===== config.mk =====
export PLATFORM = sky130hd
export DESIGN_NAME = weekly_alarm_entry_search
export DESIGN_NICKNAME = d
export VERILOG_FILES = /design/src/hdl/wae_pkg.sv /design/src/hdl/weekly_alarm_entry_search.sv /design/src/hdl/wae_table.sv /design/src/hdl/wae_match.sv
export SDC_FILE = /design/constraint.sdc
export NUM_CORES = 2
export LEC_CHECK = 0
export BUFFER_PORTS_ARGS = -buffer_cell sky130_fd_sc_hd__buf_2
export CAP_MARGIN = 5
export CORE_UTILIZATION = 68
export CTS_CLUSTER_DIAMETER = 50
export DETAILED_ROUTE_END_ITERATION = 8
export PLACE_DENSITY_LB_ADDON = 0.2
export SETUP_SLACK_MARGIN = 0.3
export SYNTH_ARGS = -nofsm -noshare
export SYNTH_HDL_FRONTEND = slang
export SYNTH_SLANG_ARGS = --single-unit

===== constraint.sdc =====
create_clock -name clk -period 13 [get_ports clk]
set_input_delay 1.95 -clock clk [delete_from_list [all_inputs] [get_ports clk]]
set_output_delay 1.95 -clock clk [all_outputs]
set_load 0.05 [all_outputs]

===== src/hdl/wae_pkg.sv =====
`default_nettype none

package wae_pkg;

  localparam int unsigned MOD_W = 11;

  localparam logic [5:0] MIN_PER_HOUR = 6'd60;
  localparam logic [2:0] LAST_WEEKDAY = 3'd6;

  localparam logic       OP_WRITE = 1'b0;
  localparam logic       OP_QUERY = 1'b1;

  localparam logic [1:0] ST_NONE  = 2'd0;
  localparam logic [1:0] ST_FOUND = 2'd1;
  localparam logic [1:0] ST_DUMMY = 2'd2;

  localparam logic       CFG_ENABLE = 1'b0;
  localparam logic       CFG_ACTIVE = 1'b1;

  typedef struct packed {
    logic       op;
    logic [6:0] entry_index;
    logic [2:0] entry_weekday;
    logic [4:0] entry_hour;
    logic [5:0] entry_minute;
    logic [2:0] now_weekday;
    logic [4:0] now_hour;
    logic [5:0] now_minute;
  } in_t;

  typedef struct packed {
    logic [1:0] status;
    logic [6:0] found_index;
    logic [4:0] alarm_hour;
    logic [5:0] alarm_minute;
  } out_t;

  typedef struct packed {
    logic [2:0] weekday;
    logic [4:0] hour;
    logic [5:0] minute;
  } entry_t;

endpackage

`default_nettype wire


===== src/hdl/weekly_alarm_entry_search.sv =====
// A write item, or a query while disabled or with no active entries, goes straight
// to S_FIN; any other query scans the active entries (count capped at TABLE_DEPTH)
// from index 0 via the registered table read, stops at the first hit, else dummy.
// One item at a time: in_ready is high only in S_IDLE, so the next input is taken
// only once the result has moved to the output register (S_FIN waits on out_ready).
// Reset clears control state and config registers; the table is undefined until written.
`default_nettype none

module weekly_alarm_entry_search #(
  parameter int unsigned TABLE_DEPTH = 128
) (
  input  wire logic          clk,
  input  wire logic          rst_n,
  input  wire logic          in_valid,
  output logic               in_ready,
  input  wire wae_pkg::in_t  in_data,
  output logic               out_valid,
  input  wire logic          out_ready,
  output wae_pkg::out_t      out_data,
  input  wire logic          cfg_we,
  input  wire logic          cfg_index,
  input  wire logic [7:0]    cfg_wdata
);

  localparam int unsigned IDX_W = (TABLE_DEPTH > 1) ? $clog2(TABLE_DEPTH) : 1;
  localparam int unsigned CNT_W = $clog2(TABLE_DEPTH + 1);

  localparam logic [1:0] S_IDLE = 2'd0;
  localparam logic [1:0] S_SCAN = 2'd1;
  localparam logic [1:0] S_FIN  = 2'd2;

  logic [1:0]       state_r, state_nxt;
  logic             en_r;
  logic [7:0]       active_r;
  logic [CNT_W-1:0] count_r, count_nxt;
  logic [CNT_W-1:0] issue_r, issue_nxt;
  logic             pend_r, pend_nxt;
  logic [CNT_W-1:0] pend_idx_r, pend_idx_nxt;
  logic [2:0]       now_wd_r, now_wd_nxt;
  logic [4:0]       now_hr_r, now_hr_nxt;
  logic [5:0]       now_mn_r, now_mn_nxt;
  wae_pkg::out_t    res_r, res_nxt;
  logic             out_valid_r, out_valid_nxt;
  wae_pkg::out_t    out_data_r, out_data_nxt;

  logic             tbl_we;
  logic [IDX_W-1:0] rd_addr;
  wae_pkg::entry_t  wr_entry;
  wae_pkg::entry_t  rd_entry;
  logic             hit;
  logic             slot_ok;
  logic [CNT_W-1:0] cnt_sat;

  assign wr_entry = '{weekday: in_data.entry_weekday,
                      hour:    in_data.entry_hour,
                      minute:  in_data.entry_minute};
  assign slot_ok  = 32'(in_data.entry_index) < 32'(TABLE_DEPTH);
  assign cnt_sat  = (32'(active_r) > 32'(TABLE_DEPTH)) ? CNT_W'(TABLE_DEPTH)
                                                       : CNT_W'(active_r);
  assign rd_addr  = issue_r[IDX_W-1:0];

  wae_table #(
    .DEPTH (TABLE_DEPTH),
    .AW    (IDX_W)
  ) u_table (
    .clk     (clk),
    .we      (tbl_we),
    .wr_addr (IDX_W'(in_data.entry_index)),
    .wr_data (wr_entry),
    .rd_addr (rd_addr),
    .rd_data (rd_entry)
  );

  wae_match u_match (
    .entry       (rd_entry),
    .now_weekday (now_wd_r),
    .now_hour    (now_hr_r),
    .now_minute  (now_mn_r),
    .hit         (hit)
  );

  assign in_ready = (state_r == S_IDLE);

  always_comb begin
    state_nxt     = state_r;
    count_nxt     = count_r;
    issue_nxt     = issue_r;
    pend_nxt      = pend_r;
    pend_idx_nxt  = pend_idx_r;
    now_wd_nxt    = now_wd_r;
    now_hr_nxt    = now_hr_r;
    now_mn_nxt    = now_mn_r;
    res_nxt       = res_r;
    out_valid_nxt = out_valid_r;
    out_data_nxt  = out_data_r;
    tbl_we        = 1'b0;

    if (out_valid_r && out_ready) begin
      out_valid_nxt = 1'b0;
    end

    case (state_r)
      S_IDLE: begin
        if (in_valid) begin
          res_nxt   = '0;
          state_nxt = S_FIN;
          if (in_data.op == wae_pkg::OP_WRITE) begin
            tbl_we = slot_ok;
          end else begin
            now_wd_nxt = in_data.now_weekday;
            now_hr_nxt = in_data.now_hour;
            now_mn_nxt = in_data.now_minute;
            count_nxt  = cnt_sat;
            if (en_r && (cnt_sat != '0)) begin
              issue_nxt = '0;
              pend_nxt  = 1'b0;
              state_nxt = S_SCAN;
            end
          end
        end
      end
      S_SCAN: begin
        if (pend_r && hit) begin
          res_nxt   = '{status:       wae_pkg::ST_FOUND,
                        found_index:  7'(pend_idx_r),
                        alarm_hour:   rd_entry.hour,
                        alarm_minute: rd_entry.minute};
          pend_nxt  = 1'b0;
          state_nxt = S_FIN;
        end else if (issue_r < count_r) begin
          pend_nxt     = 1'b1;
          pend_idx_nxt = issue_r;
          issue_nxt    = issue_r + CNT_W'(1);
        end else begin
          res_nxt   = '{status:       wae_pkg::ST_DUMMY,
                        found_index:  7'd0,
                        alarm_hour:   now_hr_r,
                        alarm_minute: now_mn_r};
          pend_nxt  = 1'b0;
          state_nxt = S_FIN;
        end
      end
      S_FIN: begin
        if (!out_valid_r || out_ready) begin
          out_valid_nxt = 1'b1;
          out_data_nxt  = res_r;
          state_nxt     = S_IDLE;
        end
      end
      default: begin
        state_nxt = S_IDLE;
      end
    endcase
  end

  always_ff @(posedge clk) begin
    if (!rst_n) begin
      state_r     <= S_IDLE;
      en_r        <= 1'b0;
      active_r    <= '0;
      pend_r      <= 1'b0;
      out_valid_r <= 1'b0;
    end else begin
      state_r     <= state_nxt;
      pend_r      <= pend_nxt;
      out_valid_r <= out_valid_nxt;
      if (cfg_we && (cfg_index == wae_pkg::CFG_ENABLE)) begin
        en_r <= cfg_wdata[0];
      end
      if (cfg_we && (cfg_index == wae_pkg::CFG_ACTIVE)) begin
        active_r <= cfg_wdata;
      end
    end
  end

  always_ff @(posedge clk) begin
    count_r    <= count_nxt;
    issue_r    <= issue_nxt;
    pend_idx_r <= pend_idx_nxt;
    now_wd_r   <= now_wd_nxt;
    now_hr_r   <= now_hr_nxt;
    now_mn_r   <= now_mn_nxt;
    res_r      <= res_nxt;
    out_data_r <= out_data_nxt;
  end

  assign out_valid = out_valid_r;
  assign out_data  = out_data_r;

`ifndef ASSERT_OFF
  a_issue_bound: assert property (@(posedge clk) disable iff (!rst_n)
    (state_r == S_SCAN) |-> (issue_r <= count_r))
    else $error("scan index past active count");

  a_pend_bound: assert property (@(posedge clk) disable iff (!rst_n)
    (state_r == S_SCAN && pend_r) |-> (pend_idx_r < count_r))
    else $error("pending read outside active entries");

  a_found_enabled: assert property (@(posedge clk) disable iff (!rst_n)
    (state_r == S_FIN && res_r.status == wae_pkg::ST_FOUND) |-> en_r)
    else $error("entry found while search disabled");

  a_out_from_fin: assert property (@(posedge clk) disable iff (!rst_n)
    (state_r == S_FIN && (!out_valid_r || out_ready)) |=> (out_valid_r && state_r == S_IDLE))
    else $error("result not moved to output register");
`endif

endmodule

`default_nettype wire


===== src/hdl/wae_table.sv =====
`default_nettype none

module wae_table #(
  parameter int unsigned DEPTH = 128,
  parameter int unsigned AW    = 7
) (
  input  wire logic            clk,
  input  wire logic            we,
  input  wire logic [AW-1:0]   wr_addr,
  input  wire wae_pkg::entry_t wr_data,
  input  wire logic [AW-1:0]   rd_addr,
  output wae_pkg::entry_t      rd_data
);

  wae_pkg::entry_t mem [DEPTH];
  wae_pkg::entry_t rd_data_r;

  always_ff @(posedge clk) begin
    if (we) begin
      mem[wr_addr] <= wr_data;
    end
  end

  always_ff @(posedge clk) begin
    rd_data_r <= mem[rd_addr];
  end

  assign rd_data = rd_data_r;

endmodule

`default_nettype wire


===== src/hdl/wae_match.sv =====
`default_nettype none

module wae_match (
  input  wire wae_pkg::entry_t entry,
  input  wire logic [2:0]      now_weekday,
  input  wire logic [4:0]      now_hour,
  input  wire logic [5:0]      now_minute,
  output logic                 hit
);

  logic [wae_pkg::MOD_W-1:0] entry_mod;
  logic [wae_pkg::MOD_W-1:0] now_mod;
  logic [3:0]                next_wd;
  logic                      same_later;
  logic                      next_earlier;

  always_comb begin
    entry_mod = wae_pkg::MOD_W'(entry.hour) * wae_pkg::MOD_W'(wae_pkg::MIN_PER_HOUR)
              + wae_pkg::MOD_W'(entry.minute);
    now_mod   = wae_pkg::MOD_W'(now_hour) * wae_pkg::MOD_W'(wae_pkg::MIN_PER_HOUR)
              + wae_pkg::MOD_W'(now_minute);
    next_wd   = (now_weekday == wae_pkg::LAST_WEEKDAY) ? 4'd0 : {1'b0, now_weekday} + 4'd1;
    same_later   = (entry.weekday == now_weekday) && (entry_mod > now_mod);
    next_earlier = ({1'b0, entry.weekday} == next_wd) && (entry_mod < now_mod);
    hit = same_later || next_earlier;
  end

endmodule

`default_nettype wire


==> run_results.csv <==
group,metric,value,unit
status,status,"completed",
yosys,synth_cell_type_count,64,
yosys,synth_fp_nets,3691,
yosys,synth.area.mux_share,0.158,
timing,fin_skew,24.5,ps
yosys,async_reset_ff_frac,0,
yosys,syn_area,0.0750,mm^2
finish,final_common_cell,"edfxtp_1",
cts,post_cts_resized,0,
global_route,grt_max_degree,124,
drt,num_vias,37900,
global_route,first_global_vias,37600,
drt,routed_via_density,7.01,
placed_design,placement.cell_area,0.0770,mm^2
cts,cts_sinks,1896,
cts,cts_tree,"done",
placed_design,place_ws,6890,ps
placed_design,io_buffers,71,
job,cap_viol_max_count,0,
yosys,yosys-top-cells-area,"edfxtp_1, mux4_2, mux2i_1, ha_1, nor2_1",
worst_setup_path,crit_arrival,6480,ps
global_route,grt_usage,0.328,
global_route,grt_remaining_overflow,0,
global_route,antenna_found_initial,8,
timing,setup_tns,0,ps
worst_setup_path,crit_fanout,11,
cts,cts_hold_buf,0,
floorplanning,core-area,0.109,mm^2
finish,layout-drive-gt1-share,0.239,
timing,period_needed,6070,ps
drt,ant_nets,0,
timing,rsz0062_at_grt,"no",
yosys,synth_compound_area_frac,0.0270,
floorplanning,fp.dieH,334,um
finish,fin_area,0.0832,mm^2
hold_path,hold_class,"reg2reg",
placed_design,place.gp.congestion,0.928,
finish,area_growth,10.9,%
yosys,yosys.area.top_type,"edfxtp_1",
drt,drc_errors,0,
pwr,power_density,153,mW/mm^2
worst_setup_path,startpoint_type,"register",
placed_design,dp_cells,5036,
drt,wire_per_inst,33.3,um
drt,drt_iter0_drc,5400,
cts,cts_root_buffer,"clkbuf_16",
yosys,synth.ff_latch_count,1896,
yosys,synth_xor_area_frac,0.00342,
yosys,ys.flop_type,"edfxtp_1",
yosys,synth_fa_ha_area_frac,0.0128,
global_route,grt_first_pass_wirelength,259000,um
worst_setup_path,crit_type,"reg2reg",
yosys,yosysTopAreaCellShare,0.749,
finish,num-nets-final,3896,
timing,hold_viol,0,
drt,drt-total-wl,180000,um
timing,slew_viol_final,0,
floorplanning,die_w,334,um
pwr,leakagePower,26.8,nW
worst_setup_path,crit_chain,"fa_1, inv_1, fa_1, inv_1, ha_1, a21o_1, a21o_1, a2111oi_0, a311oi_1, nor3_1, xor3_1, ha_1, nand4_1, nor2_1, o21ai_0, o2111a_1, mux2i_1, o41ai_2",
drt,dr.pass1.iters,6,
yosys,yosys_warnings,0,
timing,fmax,165,MHz
yosys,syn_area_per_cell,21.0,um^2
worst_setup_path,required,13410,ps
pwr,ir_drop,148,uV
cts,clk_pin_slew,60,ps
yosys,synthCells,3574,
yosys,synth-edff-count,1869,
timing,tightest_slew,1420,ps
yosys,ys_seq_area_frac,0.756,
floorplanning,ioPinCount,72,
yosys,yosys.area_share.simple,0.0253,
timing,setup_slack,6930,ps
yosys,synth_top_family_by_area,"multiplexers",
cts,cts_buffers,184,
placed_design,dp_hpwl,103000,um
timing,relSlewSlack,0.0525,
worst_setup_path,endpoint_kind,"register",
finish,layout_common_cells,"edfxtp_1, mux4_2, clkbuf_16, mux2i_1, nor2_1",
timing,finalSetupViolations,0,
floorplanning,die_area,0.112,mm^2
cts,clk_path_buf_depth,3,
timing,fin_crit_sh,0.467,
worst_setup_path,cpPeakStageDelay,910,ps
floorplanning,rows,121,
worst_setup_path,cpMaxStageDelayCell,"o41ai_2",
cts,post_cts_buffers,0,
cts,htree_levels,4,
finish,instances_no_fill,5408,
cts,clk_latency,800,ps
floorplanning,initial_core_util,0.687,
layout make-up:
type	instances	area, um^2
flip-flops and latches	1896	56700
clock buffers	234	4980
diodes	3	7.51
fillers	5626	26000
clock inverters	102	897
well taps	1476	1850
multi-input cells	1432	17000
inverters	60	225
repair buffers	205	1530
sequential cells by signal, summed over array words and instances, names as in the netlist:
name and flops:
state_r 2, u_table.mem 1792, u_table.rd_data 14, pend_r 1
issue_r 8, now_hr_r 5, now_mn_r 6, active_r 8
pend_idx_r 7, out_valid 1, now_wd_r 3, out_data 20
en_r 1, count_r 8, res_r 20
synth_stat cells (9+ instances only):
cell and instances:
ha_1 51, buf_1 14, edfxtp_1 1869, and3_1 9
buf_6 16, a211oi_1 62, mux2i_1 176, dfxtp_1 27
a21o_1 17, nand2_1 72, nand3_1 31, nor3_1 16
clkbuf_1 56, a21boi_0 9, buf_4 37, o21ai_1 13
a31oi_1 16, inv_1 60, mux2_2 21, a21oi_1 59
mux4_2 437, o21ai_0 21, nor2b_1 80, nor2_1 159
a22oi_1 22, fa_1 16, xor2_1 10, o22ai_1 35
buf_2 58, o221ai_1 19, xnor2_1 14, nand2b_1 15
critical path, delay by kind of cell (launching register included):
kind / cells / cell delay, ps
compound gates: 7 / 2200
xor+xnor: 1 / 270
fa+ha+maj: 4 / 1780
buf+inv: 2 / 130
flops: 1 / 460
mux: 1 / 310
simple gates: 3 / 570
path summary, 6_finish.rpt:
| kind | startpoint | to | slack, ps | cells past startpoint |
|---|---|---|---|---|
| worst max-delay path | now_hr_r[0]$_DFFE_PP_ | issue_r[3]$_SDFFCE_PN0P_ | 6930 | 18 |
| worst min-delay path | res_r[10]$_SDFFCE_PN0P_ | out_data[10]$_DFFE_PP_ | 420 | 0 |
| worst max register to register | now_hr_r[0]$_DFFE_PP_ | issue_r[3]$_SDFFCE_PN0P_ | 6930 | 18 |
| worst min register to register | res_r[10]$_SDFFCE_PN0P_ | out_data[10]$_DFFE_PP_ | 420 | 0 |
cell families after synthesis:
family / Yosys count
XOR/XNOR: 26
buffers and inverters: 246
flip-flops: 1896
AO/OA/AOI/OAI: 302
multiplexers: 634
AND/OR/NAND/NOR: 403
adder cells (fa/ha/maj): 67
power by group:
part	internal (mW)	leakage, nW	switching [mW]
clock	2.96	2.86	2.24
sequential	6.74	17.1	0.0176
combinational	0.276	6.90	0.487
routing by layer:
layer / part of all wire / wire length [um] / vias to the layer above / global-route usage
met5: 0.00015 / 27 / - / 0
li1: - / - / 15200 / -
met1: 0.36 / 64800 / 19600 / 0.450
met2: 0.49 / 87900 / 2656 / 0.520
met3: 0.11 / 19800 / 444 / 0.0761
met4: 0.042 / 7650 / 4 / 0.132
through the flow:
step / utilization / hold WS, ps / power [mW]
6_report: 0.762 / 419 / 12.7
5_1_grt: 0.762 / 424 / 13.0
4_1_cts: 0.759 / 421 / 12.7
3_5_place_dp: 0.705 / 405 / 7.64
3_3_place_gp: 0.705 / 412 / 7.62
2_1_floorplan: - / 400 / 7.36
(Power assumes the default switching activity.)
